## config.mk

```make
export PLATFORM = sky130hd
export DESIGN_NAME = icc_ptc_fifo
export DESIGN_NICKNAME = d
export VERILOG_FILES = /design/src/rtl/icc_ptc_pkg.sv /design/src/rtl/icc_ptc_fifo.sv
export SDC_FILE = /design/constraint.sdc
export NUM_CORES = 1
export LEC_CHECK = 0
export BUFFER_PORTS_ARGS = -buffer_cell sky130_fd_sc_hd__buf_2
export CAP_MARGIN = 15
export CORE_UTILIZATION = 30
export CTS_BUF_LIST = sky130_fd_sc_hd__clkbuf_8
export DETAILED_ROUTE_END_ITERATION = 7
export GPL_ROUTABILITY_DRIVEN = 0
export PLACE_DENSITY_LB_ADDON = 0.12
export SYNTH_ARGS = -nofsm -noshare
export SYNTH_HDL_FRONTEND = slang
export SYNTH_SLANG_ARGS = --single-unit
```

## constraint.sdc

```tcl
create_clock -name clk -period 5.7 [get_ports clk]
set_input_delay 1.14 -clock clk [delete_from_list [all_inputs] [get_ports clk]]
set_output_delay 1.14 -clock clk [all_outputs]
set_load 0.01 [all_outputs]
```

## src/rtl/icc_ptc_pkg.sv

```systemverilog
// ---------------------------------------------------------------------------
// icc_ptc_pkg: shared types and constants for the parametric tone curve
// Sample width, fixed-point formats, config map, queue entry and the
// per-stage control word of the power pipeline.
// ---------------------------------------------------------------------------
package icc_ptc_pkg;

  localparam int SAMPLE_BITS = 16;
  localparam logic [SAMPLE_BITS-1:0] SMAX = '1;

  // x = round(s * 2^30 / SMAX): series terms and correction steps
  localparam int XW    = 31;
  localparam int XK    = (SAMPLE_BITS + 30 + SAMPLE_BITS - 1) / SAMPLE_BITS;
  localparam int XCORR = XK + 2;

  localparam int VW = 50;  // signed curve value, Q30
  localparam int PW = 48;  // power term, Q30, saturates at 2^47

  localparam logic [30:0]   ONE_Q30 = 31'd1 << 30;
  localparam logic [29:0]   LN2_Q30 = 30'd744261118;
  localparam logic [PW-1:0] YSAT    = PW'(1) << 47;

  localparam int FIFO_DEPTH = 4;
  localparam int FIFO_AW    = 2;

  // Divide by Taylor index i: q = (n * M) >> (30 + L), exact for n < 2^30
  localparam int RECIP_L [16] = '{0, 1, 2, 2, 3, 3, 3, 3, 4, 4, 4, 4, 4, 4, 4, 4};
  localparam logic [63:0] RECIP_M [16] = '{
    ((64'd1 << 30) + 64'd0)  / 64'd1,
    ((64'd1 << 31) + 64'd1)  / 64'd2,
    ((64'd1 << 32) + 64'd2)  / 64'd3,
    ((64'd1 << 32) + 64'd3)  / 64'd4,
    ((64'd1 << 33) + 64'd4)  / 64'd5,
    ((64'd1 << 33) + 64'd5)  / 64'd6,
    ((64'd1 << 33) + 64'd6)  / 64'd7,
    ((64'd1 << 33) + 64'd7)  / 64'd8,
    ((64'd1 << 34) + 64'd8)  / 64'd9,
    ((64'd1 << 34) + 64'd9)  / 64'd10,
    ((64'd1 << 34) + 64'd10) / 64'd11,
    ((64'd1 << 34) + 64'd11) / 64'd12,
    ((64'd1 << 34) + 64'd12) / 64'd13,
    ((64'd1 << 34) + 64'd13) / 64'd14,
    ((64'd1 << 34) + 64'd14) / 64'd15,
    ((64'd1 << 34) + 64'd15) / 64'd16
  };

  typedef enum logic [2:0] {
    CT_POWER      = 3'd0,
    CT_OFFSET_CUT = 3'd1,
    CT_OFFSET_ADD = 3'd2,
    CT_LINEAR_TOE = 3'd3,
    CT_FULL       = 3'd4
  } curve_t;

  typedef enum logic [2:0] {
    REG_TYPE  = 3'd0,
    REG_GAMMA = 3'd1,
    REG_A     = 3'd2,
    REG_B     = 3'd3,
    REG_C     = 3'd4,
    REG_D     = 3'd5,
    REG_E     = 3'd6,
    REG_F     = 3'd7
  } cfg_reg_t;

  typedef struct packed {
    logic [2:0]         curve_type;
    logic signed [31:0] gamma_exponent;
    logic signed [31:0] slope_a;
    logic signed [31:0] offset_b;
    logic signed [31:0] coef_c;
    logic signed [31:0] break_d;
    logic signed [31:0] power_offset_e;
    logic signed [31:0] linear_offset_f;
  } cfg_t;

  // Classified item: power base plus what to add, or the final value
  typedef struct packed {
    logic                 use_pow;
    logic signed [63:0]   base;
    logic signed [VW-1:0] add;
    logic signed [VW-1:0] alt;
  } job_t;

  typedef struct packed {
    logic                 valid;
    logic                 use_pow;
    logic signed [VW-1:0] add;
    logic signed [VW-1:0] alt;
    logic                 sp;   // power term forced
    logic [PW-1:0]        spv;
  } ctl_t;

endpackage

```

## src/rtl/icc_ptc_fifo.sv

```systemverilog
// ---------------------------------------------------------------------------
// icc_ptc_fifo: short queue between classification and the power pipeline
// Register-based, one write and one read per cycle.
// ---------------------------------------------------------------------------
module icc_ptc_fifo import icc_ptc_pkg::*; (
  input  logic clk,
  input  logic rst_n,
  input  logic push,
  input  job_t wr_data,
  input  logic pop,
  output job_t rd_data,
  output logic full,
  output logic empty
);

  job_t                 mem [FIFO_DEPTH];
  logic [FIFO_AW-1:0]   wr_ptr_r, rd_ptr_r;
  logic [FIFO_AW:0]     count_r;

  assign full    = count_r == (FIFO_AW+1)'(FIFO_DEPTH);
  assign empty   = count_r == '0;
  assign rd_data = mem[rd_ptr_r];

  always_ff @(posedge clk) begin
    if (push) begin
      mem[wr_ptr_r] <= wr_data;
    end
  end

  always_ff @(posedge clk) begin
    if (!rst_n) begin
      wr_ptr_r <= '0;
      rd_ptr_r <= '0;
      count_r  <= '0;
    end else begin
      if (push) wr_ptr_r <= wr_ptr_r + 1'b1;
      if (pop)  rd_ptr_r <= rd_ptr_r + 1'b1;
      if (push && !pop)      count_r <= count_r + 1'b1;
      else if (pop && !push) count_r <= count_r - 1'b1;
    end
  end

  a_count_bound: assert property (@(posedge clk) disable iff (!rst_n)
    count_r <= (FIFO_AW+1)'(FIFO_DEPTH))
    else $error("queue count above depth");

  a_count_up: assert property (@(posedge clk) disable iff (!rst_n)
    (push && !pop) |=> count_r == $past(count_r) + 1'b1)
    else $error("queue count missed a write");

  a_count_down: assert property (@(posedge clk) disable iff (!rst_n)
    (pop && !push) |=> count_r == $past(count_r) - 1'b1)
    else $error("queue count missed a read");

endmodule

```

==> metrics.txt, run 1 <==
status finished, final reports clean; dominant synthesized flop cell edfxtp_1; final-stage net count 1508; vias in the first global route 11932; initial antenna violation count 10; die footprint about 0.082 mm^2; RSZ-0062 raised after global routing no; hold_buf cts 0; Synth Area in Simple Gates less than 1%; fmax 0.2481 GHz; WL/cell about 21 um; Layout Skew 0.02821 ns; post-synth top area cell edfxtp_1; most frequent cells after synthesis edfxtp_1 (660), mux4_2 (165), buf_2 (16), buf_12 (11); met1 GRT Util 15.79%; DR iter-0 viols ~600; Synth area leaders edfxtp_1 (81%), mux4_2 (15%), buf_12 (0.90%); PostCTS Resize Cnt 0; row cnt between 100 and 150; crit-path max FO 38; TritonCTS Buffers between 100 and 150; DIE HEIGHT 287.2 um; CTS tree built; via count 10955; crit path kind reg2out; count leader, synth edfxtp_1; Die X 287.2 um; Cell Area, Synth 0.02440 mm^2; Total GRT Usage between 10% and 20%; main combinational cell family by area after synthesis multiplexers; WL final 53040 um; flops & latches, synth between 600 and 700; DRC errors left 0; mean area per synthesized cell between 20 and 30 um^2; Remaining Overflow, GRT 0; Post-Syn Instances 905; Worst Hold Class reg2reg; M2 GR Usage 20.31%; Hold Vio Cnt, Final 0; Area after DPL between 0.02 and 0.03 mm^2; Max VDD drop 0.1832 mV; Worst setup SP type register; share of cells above drive strength 1 46.08%; Area Growth Syn to Fin 19.90%; Min Hold Slack 0.5218 ns; Synth Area in Adders 0.3385%; Synthesized Nets ~1100; clock latency at the later pin of the worst-skew pair around 0.7 ns; Antenna Nets Post-Route 0; Final Core Density approximately 36%; Synth Area in XOR/XNOR 0.1795%; first-pass GRT wire length 77030 um; # IOs ~340; Max-slew headroom 37.40%; post-synthesis sequential area ratio ~80%; WP data required approximately 4.6 ns; number of clock sinks 669; Post-synth EDFFs 660; crit path capture type output port; Post-CTS Repair Setup Buffers 0; Tmin final just over 4 ns; Via density 4.417; LEAKAGE 0.009769 uW; setup_tns 0 ns; post-route cell area 0.02925 mm^2; Worst Tran Pin Value 0.9390 ns; Most Crowded Layer GR met2; Slew Viols, Final 0; Cell variety after synth 23; max cap viols 0; post-synthesis compound-gate area fraction 0.05128%; Synth top area share 81.23%; Reg clk slew, reported paths 0.06 ns; met3 usage 4.556%; port bufs about 340; power consumption 10510 uW; warning count from the yosys run 0; Async S/R FF share, synth 0%; final worst path period share about 70%; WP data arrival around 2.9 ns; Initial Utilization a little under a third; CTS root buf clkbuf_8; CTS max path bufs 3; largest net degree at the start of global routing 87; final number of setup-violating endpoints 0; core footprint ~0.08 mm^2; mux contribution to synthesized area 15.31%; H-tree levels 3; Pwr Density 359.4 mW/mm^2; DRT Pass-1 Iters 4; Final HPWL DP between 30000 and 40000 um
[flip-flops by register name, indices dropped and copies added (netlist names), named ones only]
register and flops:
mem 660, rd_ptr_r 2, wr_ptr_r 2, count_r 3
[cell type report]
class,instances,area (um^2)
timing repair buffer,351,1959
sequential,669,20010
clock inverter,84,415.4
tap,1060,1326
antenna,5,12.51
fill,7482,51290
multi-input combinational,195,3976
clock buffer,112,1541
inverter,4,15.01
[worst max-delay path, cell delays in order (launching register included)]
cell and delay [ns]:
dfxtp_4 0.92, buf_4 0.49, mux4_2 0.56, buf_2 0.16
[power by group]
part	internal, uW	total, uW	switching, uW
Sequential	5660	5740	78.8
Clock	1880	3750	1870
Combinational	466	1030	561
Total	8000	10500	2510
[routing by layer]
layer	routed length (um)	vias to the layer above
li1	-	4804
met5	116	-
met4	1208	18
met1	21820	5709
met2	25810	318
met3	4083	106
[logic make-up (layout without fill, tap and decap cells)]
logic type / Yosys count / count (layout)
AO/OA/AOI/OAI: 2 / 2
adder cells (fa/ha/maj): 6 / 6
AND/OR/NAND/NOR: 15 / 15
multiplexers: 167 / 167
other: 0 / 5
XOR/XNOR: 5 / 5
buffers and inverters: 41 / 551
flip-flops: 669 / 669
[stage by stage]
step | instances | worst slack [ns]
after floorplan | 905 | 0.2583
after global placement | 2279 | 2.287
after detailed placement | 2279 | 2.254
after CTS | 2475 | 1.437
after global routing | 2478 | 1.368
final | 2480 | 1.670
[cell usage in the layout (no fill, tap or decap), drive strengths merged, types with 5 or more instances in the layout]
cell,Yosys,final
dfxtp,9,9
ha,5,5
edfxtp,660,660
clkbuf,2,112
inv,4,50
diode,0,5
mux4,165,165
and2,9,9
clkinv,0,34
buf,35,351
[worst paths after layout]
| kind | start | end | slack, ns | cells past startpoint |
|---|---|---|---|---|
| worst max-delay path | register | rd_data[69] | 1.67 | 3 |
| worst min-delay path | count_r[2] | count_r[2] | 0.52 | 2 |
| worst max register to register | wr_ptr_r[0] | mem[0][8] | 3.45 | 4 |
| worst min register to register | count_r[2] | count_r[2] | 0.52 | 2 |
Power figures use the tool's default switching activity.
==> run 2, diff against run 1 <==
- clock period: 5.7 -> 3.6 ns (I/O delays scaled with it)
==> run 2 against run 1 <==
Die area stayed put. Setup slack worse by 1.3 ns. Clock skew increased by 0.015 ns. Sequential share of layout area down 1.1 points. Cell area up 1.6%. Register-to-register slack lost 1.7 ns. Final cell count increased by 1.7%. Sequential power grew 58%. Combinational power rose by 66%. Largest power group unchanged. First-iteration DRC count down 18%. Clock power is 72% higher.
==> metrics.txt, run 2 (synthesis gave the netlist of run 1 again) <==
first-pass GRT wire length 81700 um (was 77030 um); Post-CTS Repair Setup Buffers 0 (unchanged); commonest non-fill, non-tap cell in the layout edfxtp_1 (unchanged); largest reg by FF count mem (unchanged); Total GRT Usage 13.57% (was 12.69%); Max-slew headroom 56.05% (was 37.40%); commonest non-fill, non-tap cells in the layout edfxtp_1 (660), buf_2 (335), mux4_2 (165) (unchanged); WP data arrival 2.47 ns (was 2.89 ns); PostCTS Resize Cnt 0 (unchanged); status finished, final reports clean (unchanged); max cap viols 0 (unchanged); number of clock sinks 669 (unchanged); share of cells above drive strength 1 47.19% (was 46.08%); vias in the first global route 12230 (was 11932); M2 GR Usage 22.55% (was 20.31%); Reg clk slew, reported paths 0.06 ns (about the same); R2R Setup Slk 1.72 ns (was 3.45 ns); reg2reg path depth 3 (was 4); core footprint 0.08055 mm^2 (unchanged); DR iter-0 viols 487 (was 595); crit-path max FO 38 (unchanged); Multi-input gate area 0.003976 mm^2 (unchanged); DIE HEIGHT 287.2 um (unchanged); setup_tns 0 ns (unchanged); WL final 55720 um (was 53040 um); CTS tree built (unchanged); critical path's largest stage delay 0.61 ns (was 0.92 ns); Tmin final 3.193 ns; Pwr Density 579.2 mW/mm^2 (was 359.4 mW/mm^2); Initial Utilization 30.29% (unchanged); Slew Viols, Final 0 (unchanged); Worst Hold Class in2reg (was reg2reg); Fillers 7466 (was 7482); max FFs per register 660 (unchanged); met1 GRT Util 16.46% (was 15.79%); Layout Skew 0.04363 ns (was 0.02821 ns); Hold Path End mem[0][65] (was count_r[2]); Antenna Nets Post-Route 0 (unchanged); WL/cell 22.09 um (was 21.39 um); Remaining Overflow, GRT 0 (unchanged); crit path kind reg2out (unchanged); die footprint 0.08247 mm^2 (unchanged); largest net degree at the start of global routing 72 (was 87); Area Growth Syn to Fin 21.86% (was 19.90%); crit path capture type output port (unchanged); Hold Vio Cnt, Final 0 (unchanged); worst path bufs/invs 2 (unchanged); final worst path period share 88.70%; Max VDD drop 0.3162 mV (was 0.1832 mV); clock latency at the later pin of the worst-skew pair 0.72 ns (was 0.69 ns); Area after DPL 0.02754 mm^2 (was 0.02728 mm^2); Worst Tran Pin Value 0.6593 ns (was 0.9390 ns); Worst setup SP type register (unchanged); via count 11184 (was 10955); CTS root buf clkbuf_8 (unchanged); H-tree levels 3 (unchanged); Die X 287.2 um (unchanged); fmax 0.3132 GHz; # IOs 336 (unchanged); DRC errors left 0 (unchanged); WP data required 2.88 ns (was 4.56 ns); initial antenna violation count 11 (was 10); worst-path cell with the longest stage delay dfxtp_4 (unchanged); LEAKAGE 0.01002 uW (was 0.009769 uW); RSZ-0062 raised after global routing no (unchanged); RR Startpoint wr_ptr_r[0] (unchanged); Min Hold Slack 0.2153 ns (was 0.5218 ns); CP Cell Sequence buf_12 > mux4_2 > buf_2 (was buf_4 > mux4_2 > buf_2); Final HPWL DP 33730 um (was 30630 um); biggest regs mem (660), count_r (3) (unchanged); row cnt 104 (unchanged); hold_buf cts 0 (unchanged); Most Crowded Layer GR met2 (unchanged); TritonCTS Buffers 118 (was 112); kind of cell adding the most delay to the critical path flip-flops (unchanged); terminus of the critical flop-to-flop path mem[1][114] (was mem[0][8]); register area 0.02001 mm^2 (unchanged); final-stage net count 1536 (was 1508); Via density 4.433 (was 4.417); DRT Pass-1 Iters 4 (unchanged); Final Core Density 36.91% (was 36.32%); met3 usage 4.921% (was 4.556%); CTS max path bufs 3 (unchanged); post-route cell area 0.02973 mm^2 (was 0.02925 mm^2); HP Start wr_data[65] (was count_r[2]); hold path depth 1 (was 2); final number of setup-violating endpoints 0 (unchanged); port bufs 335 (unchanged)
## run 2: how the worst max path moves through the flow
stage	cells past startpoint	endpoint	start
after floorplan	1	mem[1][0]	push
after global placement	3	rd_data[160]	register
after detailed placement	3	rd_data[160]	register
after CTS	3	rd_data[160]	register
after global routing	3	rd_data[160]	register
final	3	rd_data[125]	register
## run 2: power by group
group / leakage [uW] / internal (uW) / switching, uW
Combinational: 0.00262 / 773 / 935
Sequential: 0.00614 / 8960 / 101
Clock: 0.00126 / 3370 / 3090
Total: 0.0100 / 13100 / 4120
## run 2: area by class of cell
class | instances | area share [%]
well taps | 1060 | 4.461
repair buffers | 373 | 7.440
multi-input cells | 195 | 13.37
clock inverters | 98 | 1.831
clock buffers | 119 | 5.509
inverters | 4 | 0.05050
diodes | 5 | 0.04208
flip-flops and latches | 669 | 67.29
## run 2: stage by stage
step           cells  power [uW]  worst slack [ns]
2_1_floorplan    905       10210            0.4141
6_report        2523       17220            0.4069
5_1_grt         2521       18010            0.1894
3_3_place_gp    2301       10980             1.039
3_5_place_dp    2301       11010             1.033
4_1_cts         2518       17610            0.2133
## run 2: routing by layer
layer / wire length [um] / vias to the layer above / share of wire (%)
met4: 1250 / 20 / 2.2
met1: 22480 / 5867 / 40
met3: 3977 / 116 / 7.1
met5: 133 / - / 0.24
li1: - / 4875 / -
met2: 27880 / 306 / 50
